$ cat src/sv/ppsd_pkg.sv
// Shared types, widths and register map for the positional PID servo drive.
// No dependencies; every other file of the block imports this package.
`timescale 1ns / 1ps

package ppsd_pkg;

    // Position sample width (4 to 16)
    localparam int POS_BITS     = 10;

    // Fixed configuration and result widths
    localparam int GAIN_W       = 16;
    localparam int DUTY_OUT_W   = 16;
    localparam int PID_OUT_W    = 32;
    localparam int Q_SHIFT      = 8;

    // Derived datapath widths
    localparam int ERR_W        = POS_BITS + 1;
    localparam int DELTA_W      = ERR_W + 1;
    localparam int INTEG_W      = 16;
    localparam int INTEG_ACC_W  = INTEG_W + 1;
    localparam int P_PROD_W     = GAIN_W + 1 + ERR_W;
    localparam int D_PROD_W     = GAIN_W + 1 + DELTA_W;
    localparam int I_PROD_W     = GAIN_W + 1 + INTEG_W;
    localparam int PROD_MAX_W   = (D_PROD_W > I_PROD_W) ? D_PROD_W : I_PROD_W;
    localparam int RAW_W        = PROD_MAX_W + 2;
    localparam int PID_W        = RAW_W - Q_SHIFT;
    localparam int DUTY_W       = PID_W + 2;

    // Conditional integration band: 1 < |error| < 10
    localparam logic signed [ERR_W-1:0] ERR_BAND_LO     = ERR_W'(1);
    localparam logic signed [ERR_W-1:0] ERR_BAND_HI     = ERR_W'(10);
    localparam logic signed [ERR_W-1:0] ERR_BAND_NEG_LO = -ERR_W'(1);
    localparam logic signed [ERR_W-1:0] ERR_BAND_NEG_HI = -ERR_W'(10);

    // Integral saturation limits
    localparam logic signed [INTEG_ACC_W-1:0] INTEG_POS_LIMIT = INTEG_ACC_W'(32767);
    localparam logic signed [INTEG_ACC_W-1:0] INTEG_NEG_LIMIT = -INTEG_ACC_W'(32767);

    // APB register map
    localparam int APB_DATA_W   = 32;
    localparam int APB_ADDR_W   = 5;

    typedef enum logic [2:0] {
        REG_TARGET_POSITION  = 3'd0,
        REG_P_GAIN           = 3'd1,
        REG_I_GAIN           = 3'd2,
        REG_D_GAIN           = 3'd3,
        REG_CENTER_DUTY      = 3'd4,
        REG_INVERT_DIRECTION = 3'd5,
        REG_DUTY_MIN         = 3'd6,
        REG_DUTY_MAX         = 3'd7
    } ppsd_reg_idx_t;

    // Configuration bundle handed from the register file to the datapath
    typedef struct packed {
        logic [POS_BITS-1:0]   target_position;
        logic [GAIN_W-1:0]     p_gain;
        logic [GAIN_W-1:0]     i_gain;
        logic [GAIN_W-1:0]     d_gain;
        logic [DUTY_OUT_W-1:0] center_duty;
        logic                  invert_direction;
        logic [DUTY_OUT_W-1:0] duty_min;
        logic [DUTY_OUT_W-1:0] duty_max;
    } ppsd_cfg_t;

endpackage

$ cat src/sv/ppsd_core.sv
// PID datapath: error and integral state, three gain products, Q8.8 scaling,
// duty offset and clamp, between an input and a result register. Uses ppsd_pkg.
`timescale 1ns / 1ps

module ppsd_core (
    input  logic                            clk,
    input  logic                            rst_n,
    input  ppsd_pkg::ppsd_cfg_t             cfg,
    input  logic                            in_valid,
    output logic                            in_ready,
    input  logic [ppsd_pkg::POS_BITS-1:0]   measured_position,
    output logic                            out_valid,
    input  logic                            out_ready,
    output logic [ppsd_pkg::DUTY_OUT_W-1:0] duty_value,
    output logic signed [ppsd_pkg::PID_OUT_W-1:0] pid_term,
    output logic                            was_clamped
);
    import ppsd_pkg::*;

    // Controller state
    logic signed [INTEG_W-1:0]     integral_reg;
    logic signed [ERR_W-1:0]       prev_err_reg;

    // Register valids and enables
    logic s1_valid_reg, out_valid_reg;
    logic out_stage_ready;
    logic in_fire;

    // Input register payload
    logic signed [ERR_W-1:0]       s1_err_reg;
    logic signed [DELTA_W-1:0]     s1_delta_reg;
    logic signed [INTEG_W-1:0]     s1_integ_reg;

    // Output register
    logic [DUTY_OUT_W-1:0]         duty_reg;
    logic signed [PID_OUT_W-1:0]   pid_reg;
    logic                          clamped_reg;

    // Combinational values
    logic signed [ERR_W-1:0]       err;
    logic                          in_band;
    logic signed [INTEG_ACC_W-1:0] integ_acc;
    logic signed [INTEG_W-1:0]     integ_sat;
    logic signed [INTEG_W-1:0]     integral_next;
    logic signed [DELTA_W-1:0]     delta;
    logic signed [P_PROD_W-1:0]    p_prod;
    logic signed [D_PROD_W-1:0]    d_prod;
    logic signed [I_PROD_W-1:0]    i_prod;
    logic signed [RAW_W-1:0]       raw_sum;
    logic signed [PID_W-1:0]       pid_val;
    logic signed [DUTY_W-1:0]      center_ext;
    logic signed [DUTY_W-1:0]      min_ext;
    logic signed [DUTY_W-1:0]      max_ext;
    logic signed [DUTY_W-1:0]      duty_raw;
    logic [DUTY_OUT_W-1:0]         duty_next;
    logic                          clamped_next;

    // Ready chain: a register takes new data when empty or when it drains
    always_comb
    begin
        out_stage_ready = !out_valid_reg || out_ready;
        in_ready        = !s1_valid_reg || out_stage_ready;
        in_fire         = in_valid && in_ready;
    end

    // Error, conditional integration with saturation, derivative
    always_comb
    begin
        err = $signed({1'b0, cfg.target_position}) - $signed({1'b0, measured_position});
        in_band = ((err > ERR_BAND_LO) && (err < ERR_BAND_HI)) ||
                  ((err < ERR_BAND_NEG_LO) && (err > ERR_BAND_NEG_HI));
        integ_acc = INTEG_ACC_W'(integral_reg) + INTEG_ACC_W'(err);
        priority if (integ_acc > INTEG_POS_LIMIT)
            integ_sat = INTEG_W'(INTEG_POS_LIMIT);
        else if (integ_acc < INTEG_NEG_LIMIT)
            integ_sat = INTEG_W'(INTEG_NEG_LIMIT);
        else
            integ_sat = INTEG_W'(integ_acc);
        integral_next = in_band ? integ_sat : integral_reg;
        delta = DELTA_W'(err) - DELTA_W'(prev_err_reg);
    end

    // Update controller state on each accepted request
    always_ff @(posedge clk or negedge rst_n)
    begin
        if (!rst_n)
        begin
            integral_reg <= '0;
            prev_err_reg <= '0;
        end
        else if (in_fire)
        begin
            integral_reg <= integral_next;
            prev_err_reg <= err;
        end
    end

    // Three gain products, their sum and the Q8.8 shift
    always_comb
    begin
        p_prod  = $signed({1'b0, cfg.p_gain}) * s1_err_reg;
        d_prod  = $signed({1'b0, cfg.d_gain}) * s1_delta_reg;
        i_prod  = $signed({1'b0, cfg.i_gain}) * s1_integ_reg;
        raw_sum = RAW_W'(p_prod) + RAW_W'(d_prod) + RAW_W'(i_prod);
        pid_val = raw_sum[RAW_W-1:Q_SHIFT];
    end

    // Offset from center and clamp, max test first
    always_comb
    begin
        center_ext = DUTY_W'($signed({1'b0, cfg.center_duty}));
        min_ext    = DUTY_W'($signed({1'b0, cfg.duty_min}));
        max_ext    = DUTY_W'($signed({1'b0, cfg.duty_max}));
        if (cfg.invert_direction)
            duty_raw = center_ext - DUTY_W'(pid_val);
        else
            duty_raw = center_ext + DUTY_W'(pid_val);
        priority if (duty_raw >= max_ext)
        begin
            duty_next    = cfg.duty_max;
            clamped_next = 1'b1;
        end
        else if (duty_raw <= min_ext)
        begin
            duty_next    = cfg.duty_min;
            clamped_next = 1'b1;
        end
        else
        begin
            duty_next    = DUTY_OUT_W'(duty_raw);
            clamped_next = 1'b0;
        end
    end

    // Advance register valids
    always_ff @(posedge clk or negedge rst_n)
    begin
        if (!rst_n)
        begin
            s1_valid_reg  <= 1'b0;
            out_valid_reg <= 1'b0;
        end
        else
        begin
            if (in_ready)
                s1_valid_reg <= in_valid;
            if (out_stage_ready)
                out_valid_reg <= s1_valid_reg;
        end
    end

    // Load register payloads
    always_ff @(posedge clk)
    begin
        if (in_fire)
        begin
            s1_err_reg   <= err;
            s1_delta_reg <= delta;
            s1_integ_reg <= integral_next;
        end
        if (out_stage_ready && s1_valid_reg)
        begin
            duty_reg    <= duty_next;
            pid_reg     <= PID_OUT_W'(pid_val);
            clamped_reg <= clamped_next;
        end
    end

    assign out_valid   = out_valid_reg;
    assign duty_value  = duty_reg;
    assign pid_term    = pid_reg;
    assign was_clamped = clamped_reg;

    // Integral never leaves its saturation band
    a_integ_range: assert property (@(posedge clk) disable iff (!rst_n)
        (integral_reg <= INTEG_W'(INTEG_POS_LIMIT)) &&
        (integral_reg >= INTEG_W'(INTEG_NEG_LIMIT)))
        else $error("integral state out of range");

    // State moves only with an accepted request
    a_state_hold: assert property (@(posedge clk) disable iff (!rst_n)
        !in_fire |=> $stable(integral_reg) && $stable(prev_err_reg))
        else $error("controller state changed without a request");

    // An accepted request always lands in the input register
    a_s1_load: assert property (@(posedge clk) disable iff (!rst_n)
        in_fire |=> s1_valid_reg)
        else $error("accepted request lost at the input register");

    // An unclamped duty lies strictly inside the limits
    a_clamp_flag: assert property (@(posedge clk) disable iff (!rst_n)
        (out_valid_reg && !clamped_reg) |->
        (duty_reg > cfg.duty_min) && (duty_reg < cfg.duty_max))
        else $error("duty outside limits without clamp flag");

endmodule

$ cat src/sv/positional_pid_servo_drive.sv
// Top level of the positional PID servo drive: APB register file and the
// request channels around the PID datapath. Uses ppsd_pkg and ppsd_core.
`timescale 1ns / 1ps

// Channel         Direction  Handshake                Payload
// position in     in         in_valid / in_ready      measured_position
// duty out        out        out_valid / out_ready    duty_value, pid_term, was_clamped
// registers       in/out     psel, penable, pready    paddr, pwrite, pwdata, prdata
//
// One request is accepted per cycle while in_ready is high. The error, integral
// and derivative are latched in the input register at acceptance; the result
// register is loaded from it after one pass of products, sum, shift, offset and
// clamp, once it is free, and out_valid rises when it is loaded.
// Reset loads the register defaults and clears the integral and last error.
// A stalled output holds its result; input stays ready until both registers fill.

module positional_pid_servo_drive (
    input  logic                            clk,
    input  logic                            rst_n,
    // APB register port
    input  logic                            psel,
    input  logic                            penable,
    input  logic                            pwrite,
    input  logic [ppsd_pkg::APB_ADDR_W-1:0] paddr,
    input  logic [ppsd_pkg::APB_DATA_W-1:0] pwdata,
    output logic [ppsd_pkg::APB_DATA_W-1:0] prdata,
    output logic                            pready,
    // Position requests
    input  logic                            in_valid,
    output logic                            in_ready,
    input  logic [ppsd_pkg::POS_BITS-1:0]   measured_position,
    // Duty results
    output logic                            out_valid,
    input  logic                            out_ready,
    output logic [ppsd_pkg::DUTY_OUT_W-1:0] duty_value,
    output logic signed [ppsd_pkg::PID_OUT_W-1:0] pid_term,
    output logic                            was_clamped
);
    import ppsd_pkg::*;

    ppsd_cfg_t     cfg_reg;
    ppsd_reg_idx_t reg_idx;
    logic          wr_en;

    assign pready  = 1'b1;
    assign reg_idx = ppsd_reg_idx_t'(paddr[APB_ADDR_W-1:2]);
    assign wr_en   = psel && penable && pwrite && pready;

    // Write registers in the access phase
    always_ff @(posedge clk or negedge rst_n)
    begin
        if (!rst_n)
        begin
            cfg_reg.target_position  <= POS_BITS'(512);
            cfg_reg.p_gain           <= GAIN_W'(768);
            cfg_reg.i_gain           <= GAIN_W'(13);
            cfg_reg.d_gain           <= GAIN_W'(33280);
            cfg_reg.center_duty      <= DUTY_OUT_W'(750);
            cfg_reg.invert_direction <= 1'b0;
            cfg_reg.duty_min         <= DUTY_OUT_W'(500);
            cfg_reg.duty_max         <= DUTY_OUT_W'(1000);
        end
        else if (wr_en)
        begin
            unique case (reg_idx)
                REG_TARGET_POSITION:  cfg_reg.target_position  <= pwdata[POS_BITS-1:0];
                REG_P_GAIN:           cfg_reg.p_gain           <= pwdata[GAIN_W-1:0];
                REG_I_GAIN:           cfg_reg.i_gain           <= pwdata[GAIN_W-1:0];
                REG_D_GAIN:           cfg_reg.d_gain           <= pwdata[GAIN_W-1:0];
                REG_CENTER_DUTY:      cfg_reg.center_duty      <= pwdata[DUTY_OUT_W-1:0];
                REG_INVERT_DIRECTION: cfg_reg.invert_direction <= pwdata[0];
                REG_DUTY_MIN:         cfg_reg.duty_min         <= pwdata[DUTY_OUT_W-1:0];
                REG_DUTY_MAX:         cfg_reg.duty_max         <= pwdata[DUTY_OUT_W-1:0];
            endcase
        end
    end

    // Read back the addressed register
    always_comb
    begin
        unique case (reg_idx)
            REG_TARGET_POSITION:  prdata = APB_DATA_W'(cfg_reg.target_position);
            REG_P_GAIN:           prdata = APB_DATA_W'(cfg_reg.p_gain);
            REG_I_GAIN:           prdata = APB_DATA_W'(cfg_reg.i_gain);
            REG_D_GAIN:           prdata = APB_DATA_W'(cfg_reg.d_gain);
            REG_CENTER_DUTY:      prdata = APB_DATA_W'(cfg_reg.center_duty);
            REG_INVERT_DIRECTION: prdata = APB_DATA_W'(cfg_reg.invert_direction);
            REG_DUTY_MIN:         prdata = APB_DATA_W'(cfg_reg.duty_min);
            REG_DUTY_MAX:         prdata = APB_DATA_W'(cfg_reg.duty_max);
        endcase
    end

    ppsd_core u_core (
        .clk               (clk),
        .rst_n             (rst_n),
        .cfg               (cfg_reg),
        .in_valid          (in_valid),
        .in_ready          (in_ready),
        .measured_position (measured_position),
        .out_valid         (out_valid),
        .out_ready         (out_ready),
        .duty_value        (duty_value),
        .pid_term          (pid_term),
        .was_clamped       (was_clamped)
    );

endmodule
$ cat config.mk
export PLATFORM = sky130hd
export DESIGN_NAME = positional_pid_servo_drive
export DESIGN_NICKNAME = d
export VERILOG_FILES = /design/src/sv/ppsd_pkg.sv /design/src/sv/ppsd_core.sv /design/src/sv/positional_pid_servo_drive.sv
export SDC_FILE = /design/constraint.sdc
export NUM_CORES = 2
export LEC_CHECK = 0
export BUFFER_PORTS_ARGS = -buffer_cell sky130_fd_sc_hd__buf_2
export CORE_MARGIN = 5
export CORE_UTILIZATION = 55
export DETAILED_ROUTE_END_ITERATION = 12
export PLACE_DENSITY = 0.72
export SLEW_MARGIN = 20
export SYNTH_ARGS = -nofsm -noshare
export SYNTH_HDL_FRONTEND = slang
export SYNTH_HIERARCHICAL = 1
export SYNTH_SLANG_ARGS = --single-unit
$ cat constraint.sdc
create_clock -name clk -period 20.1 [get_ports clk]
set_input_delay 1.005 -clock clk [delete_from_list [all_inputs] [get_ports clk]]
set_output_delay 1.005 -clock clk [all_outputs]
set_load 0.05 [all_outputs]
Yosys cells after proc, flatten, opt, wreduce, memory -nomap -nowiden. Index checks and enable logic that the tools add are counted. Widths: inputs -> output; s select.

Flip-flop bits (word level): 219. Input port bits: 54. Output and inout port bits: 84. Logic and storage cells: 71.

Add/subtract/negate cells: 7. Multipliers: 3. Magnitude comparators: 8. Equal/unequal tests: 7. Mux-type cells: 8. Reductions and logical operators: 20.

Operators by type and width (count): $pmux 32 s8 (1); $mux 16 (5); $add 30x33->34 (1); $mul 17x16->33 (1); $add 28x29->30 (1); $ge 29x17->1 (1); $le 29x17->1 (1); $mul 17x12->29 (1); $mux 29 (1); $add 17x27->28 (1); $mul 17x11->28 (1); $sub 17x27->28 (1); $add 16x11->17 (1); $gt 17x16->1 const B (1); $lt 17x16->1 const B (1); $reduce_and 2->1 (8); $eq 3x3->1 const B (4); $sub 11x11->12 (1); $gt 11x2->1 const B (1); $gt 11x5->1 const B (1); $lt 11x1->1 const B (1); $lt 11x5->1 const B (1); $sub 10x10->11 (1); $eq 3x2->1 const B (2); other kinds (6) (14).

Depth between registers and ports, before layout.
Depth after elaboration: 8. Depth in mapped cells: 50. Depth with buffers taken out: 46.

By module. The synthesis kept the hierarchy.

By module, submodules not included: ppsd_core (instances 1, cells each 3234, area an instance 29891.2 sq um, seq. area each 3188.1 sq um); positional_pid_servo_drive (instances 1, cells each 382, area an instance 5242.5 sq um, seq. area each 2711.4 sq um).

Worst setup path after synthesis. Ideal clock, no wire load.

Kind: register to register. Start point: register cfg_reg[87] (netlist bit). End point: register u_core.duty_reg[10], in the netlist u_core/duty_value[10], data pin. Setup time: 0.265 ns. Arrival time: 11.035 ns. Data required time: 19.835 ns. Path slack: 8.800 ns. Stages on the path, launching flop included: 44. Path buffers: 4. Clock period less this slack: 11.300 ns. Cell sequence: dfrtp_1 clkbuf_1 nand2_1 fa_1 inv_1 fa_1 inv_1 fa_1 fa_1 fa_1 inv_1 fa_1 fa_1 fa_1 ha_1 buf_2 a211o_1 a221oi_1 [... 8 more ...] or3_1 or3_1 a31o_2 o311a_1 a311o_1 a21oi_1 o21bai_1 xor2_1 ha_1 nand3_1 nor2_1 and2_1 a21oi_1 a221oi_1 nand3b_1 clkbuf_1 nor3_1 a221oi_2.

Word-level cells in the longest chain between the ends: 8. Elaborated cells between the ends (all ways): 10. Those cells by class: add/sub: 4; mul: 1; order compare: 2; mux: 3.

Ends and longest elaborated chain: start, declared (RTL line positional_pid_servo_drive.sv:41) `ppsd_cfg_t cfg_reg;`; $mul 17x11->28 * (RTL line ppsd_core.sv:101) `p_prod = $signed({1'b0, cfg.p_gain}) * s1_err_reg;`; $add 28x29->30 * (RTL line ppsd_core.sv:104) `raw_sum = RAW_W'(p_prod) + RAW_W'(d_prod) + RAW_W'(i_prod);`; $add 30x33->34 * (RTL line ppsd_core.sv:104); net u_core.raw_sum[12] (RTL line ppsd_core.sv:49) `logic signed [RAW_W-1:0] raw_sum;`; $add 17x27->28 or $sub 17x27->28 (tied branches) (RTL line ppsd_core.sv:117, ppsd_core.sv:115); $mux 29 * (RTL line ppsd_core.sv:114) `if (cfg.invert_direction)`; $le 29x17->1 (RTL line ppsd_core.sv:123) `else if (duty_raw <= min_ext)`; $mux 16 (RTL line ppsd_core.sv:123); $mux 16 * (RTL line ppsd_core.sv:118) `priority if (duty_raw >= max_ext)`; net u_core.duty_next[10] (RTL line ppsd_core.sv:55) `logic [DUTY_OUT_W-1:0] duty_next;`; end signal, assigned (RTL line ppsd_core.sv:163) `duty_reg <= duty_next;`; end, declared (RTL line ppsd_core.sv:35) `logic [DUTY_OUT_W-1:0] duty_reg;`.

The timed path passes the listed nets; every way through them passes the cells marked *. A chain may end at the register's enable or synchronous reset.

Worst setup path after layout.
Start point: register cfg_reg[68] (netlist bit). End point: register u_core.duty_reg[13], in the netlist u_core/duty_value[13], data pin.

Word-level cells in the longest chain between the ends: 7. Elaborated cells between the ends (all ways): 9. Those cells by class: add/sub: 3; mul: 1; order compare: 2; mux: 3.

Ends and longest elaborated chain: $mul 17x16->33 * (RTL line ppsd_core.sv:103) `i_prod = $signed({1'b0, cfg.i_gain}) * s1_integ_reg;`; $add 30x33->34 * (RTL line ppsd_core.sv:104); net u_core.raw_sum[8] (RTL line ppsd_core.sv:49); $add 17x27->28 or $sub 17x27->28 (tied branches) (RTL line ppsd_core.sv:117, ppsd_core.sv:115); $mux 29 * (RTL line ppsd_core.sv:114); $le 29x17->1 (RTL line ppsd_core.sv:123); $mux 16 (RTL line ppsd_core.sv:123); $mux 16 * (RTL line ppsd_core.sv:118); net u_core.duty_next[13] (RTL line ppsd_core.sv:55).

Marked as above.

==> flow_summary.ini <==
[detailed_routing]
wl_um = 94700
initialDrtViolationCount = 2045
drcViolationCount = 0
wl_per_cell_um = 21.0
first_pass_iters = 7
vias = 25300
ant_nets = 0
routed_via_density = 5.63

[layout]
largest_reg_flops = 107
area_growth_pct = 5.42
drive_above_1_share_pct = 10.2
nFillCells = 5376
nets = 4564

[synth]
ys_warn_count = 6
synth-seq-cells = 218
synthCells = 3616
synth_commonest_cells = 748 x inv_1, 575 x fa_1, 340 x and2_1
ys_seq_area_share_pct = 16.8
synth_edf_count = 82
post-synth-top-count-cell = inv_1
postSynthAreaPerCell_um2 = 9.72
ys_types = 101
synth_top_area_share_pct = 32.8
synth_area_leaders = fa_1 33%, ha_1 11%, inv_1 8.0%
netlist_area_um2 = 35100
synth_flop_cell = dfrtp_1
synthArstFlopShare_pct = 62.4
synth.largest_area_cell = fa_1

[worst_setup_path]
slowest_stage = dfstp_2
crit_arrival_ns = 14.22
max_stage_delay_ns = 0.86
worst_path_most_repeated_cell = fa_1
path_max_fanout = 18
crit_type = flop to flop
cp.required_ns = 20.39
worstSetupStartpointType = flop
crit_path_end_kind = flop

[grt]
grt_util_met1_pct = 37.6
grt_max_degree = 77
grt_pass1_wl_um = 150000
use_met3_pct = 5.70
grt_overflow_total = 0
grt_pass1_vias = 26300
grt_use_total_pct = 27.3
met2_usage_pct = 43.0
antenna_found_initial = 3
busiest_layer = met2

[floorplan]
die_area_um2 = 69000
io_pins = 138
placementRows = 92
initial_core_util_pct = 55.6
die_w_um = 263
die_h_um = 263
core_region_area_um2 = 63200

[flow_run]
maxCapViolCount = 0

[outcome]
run_status = finished clean

[clock_tree]
cts_sinks = 218
cts_tree = yes
h-tree-depth = 1
post-cts-setup-buffer-count = 0
clkLatencyLatePin_ns = 0.56
cts_buffer_depth = 3
cts_resized = 0
cts_hold_buf = 0
cts-root-buf = clkbuf_16
path_clk_slew_ns = 0.06
cts_made_buffers = 24

[timing]
hold_viol_final = 0
finalCritPeriodShare_pct = 69.3
tightest_slew_ns = 1.03
setup_tns_ns = 0
rsz0062_at_grt = no
setup_violations = 0
relSlewSlack_pct = 30.9
skew_ns = 0.0397
period_needed_ns = 13.93
max_freq_ghz = 0.0718
maxSlewViolCount = 0

[min_path]
worstHoldPathType = input pin to asynchronous set/reset pin

[place]
gp_congestion = 0.967
dpl.hpwl_um = 77500
numPortBuffers = 102
critical path: cells and delay by family (launching register included):
kind / cells / cell delay [ns]
xor+xnor: 2 / 1.00
flops: 1 / 0.86
mux: 1 / 0.68
buf+inv: 5 / 0.30
simple gates: 11 / 3.35
fa+ha+maj: 12 / 5.01
compound gates: 10 / 2.42
cells by family (layout without fill, tap and decap cells):
family	count (synthesis)	after routing	share of synthesized area, %
other	2	19	0.0214
muxes	142	142	4.66
and+or+nand+nor	993	993	14.9
buffers and inverters	909	930	10.3
AOI/OAI and AO/OA	399	399	7.96
xor gates and xnor gates	76	76	1.89
DFF	218	218	16.8
adders and majority gates	877	877	43.5
layout by cell type (no fill, tap or decap), types with 14 or more instances in the layout:
cell and count:
nor2b_1 28, buf_2 101, dfrtp_1 109, ha_1 301, nand2_1 334, mux2i_1 21, o22ai_1 23, buf_4 35
fa_1 575, mux2_2 110, and3_1 14, nor2_1 103, o21a_1 18, nand2b_1 29, xnor2_1 56, and2_1 339
a221oi_1 14, nand3_1 23, a21o_1 26, dfstp_2 27, a21oi_1 99, inv_1 747, xor2_1 20, clkbuf_16 26
conb_1 17, o21ai_0 74, nor3_1 38, edfxtp_1 82
final timing paths:
check / start / to / slack, ns / depth (start not counted)
max: cfg_reg[68] / u_core/duty_value[13] / 6.17 / 41
min: rst_n / cfg_reg[16] / 0.42 / 1
max reg2reg: cfg_reg[68] / u_core/duty_value[13] / 6.17 / 41
min reg2reg: u_core/prev_err_reg[5] / u_core/prev_err_reg[5] / 0.50 / 2
max in group asynchronous: rst_n / u_core/integral_reg[5] / 18.25 / 2
min in group clk: u_core/prev_err_reg[5] / u_core/prev_err_reg[5] / 0.50 / 2
routing by layer:
layer / wire length (µm) / vias to the layer above
li1: - / 11400
met1: 40200 / 12800
met2: 42500 / 951
met3: 7880 / 187
met4: 4050 / 4
met5: 24 / -
area by class of cell:
class	instances	area [µm²]	area share [%]
Multi-Input combinational cell	2504	25700	69.3
Sequential cell	218	5900	15.9
Inverter	748	2810	7.58
Tap cell	846	1060	2.86
Timing Repair Buffer	138	800	2.16
Clock buffer	35	714	1.93
Clock inverter	9	75.1	0.203
Antenna cell	2	5.00	0.0135
per-stage QoR:
step                      cell area (µm²)  hold WS, ns  instances  worst slack, ns  util [%]
after CTS                           37000        0.429       4497             6.38      58.6
final                               37000        0.421       4500             6.17      58.6
after global routing                37000        0.450       4498             5.65      58.6
after detailed placement            36200        0.486       4453             6.43      57.3
after floorplan                     35200        0.449       3631             8.80         -
after global placement              36200        0.463       4453             6.58      57.3
Power is not shown: default switching activity piles up to over one toggle a cycle in this logic, so the estimate is an artifact.
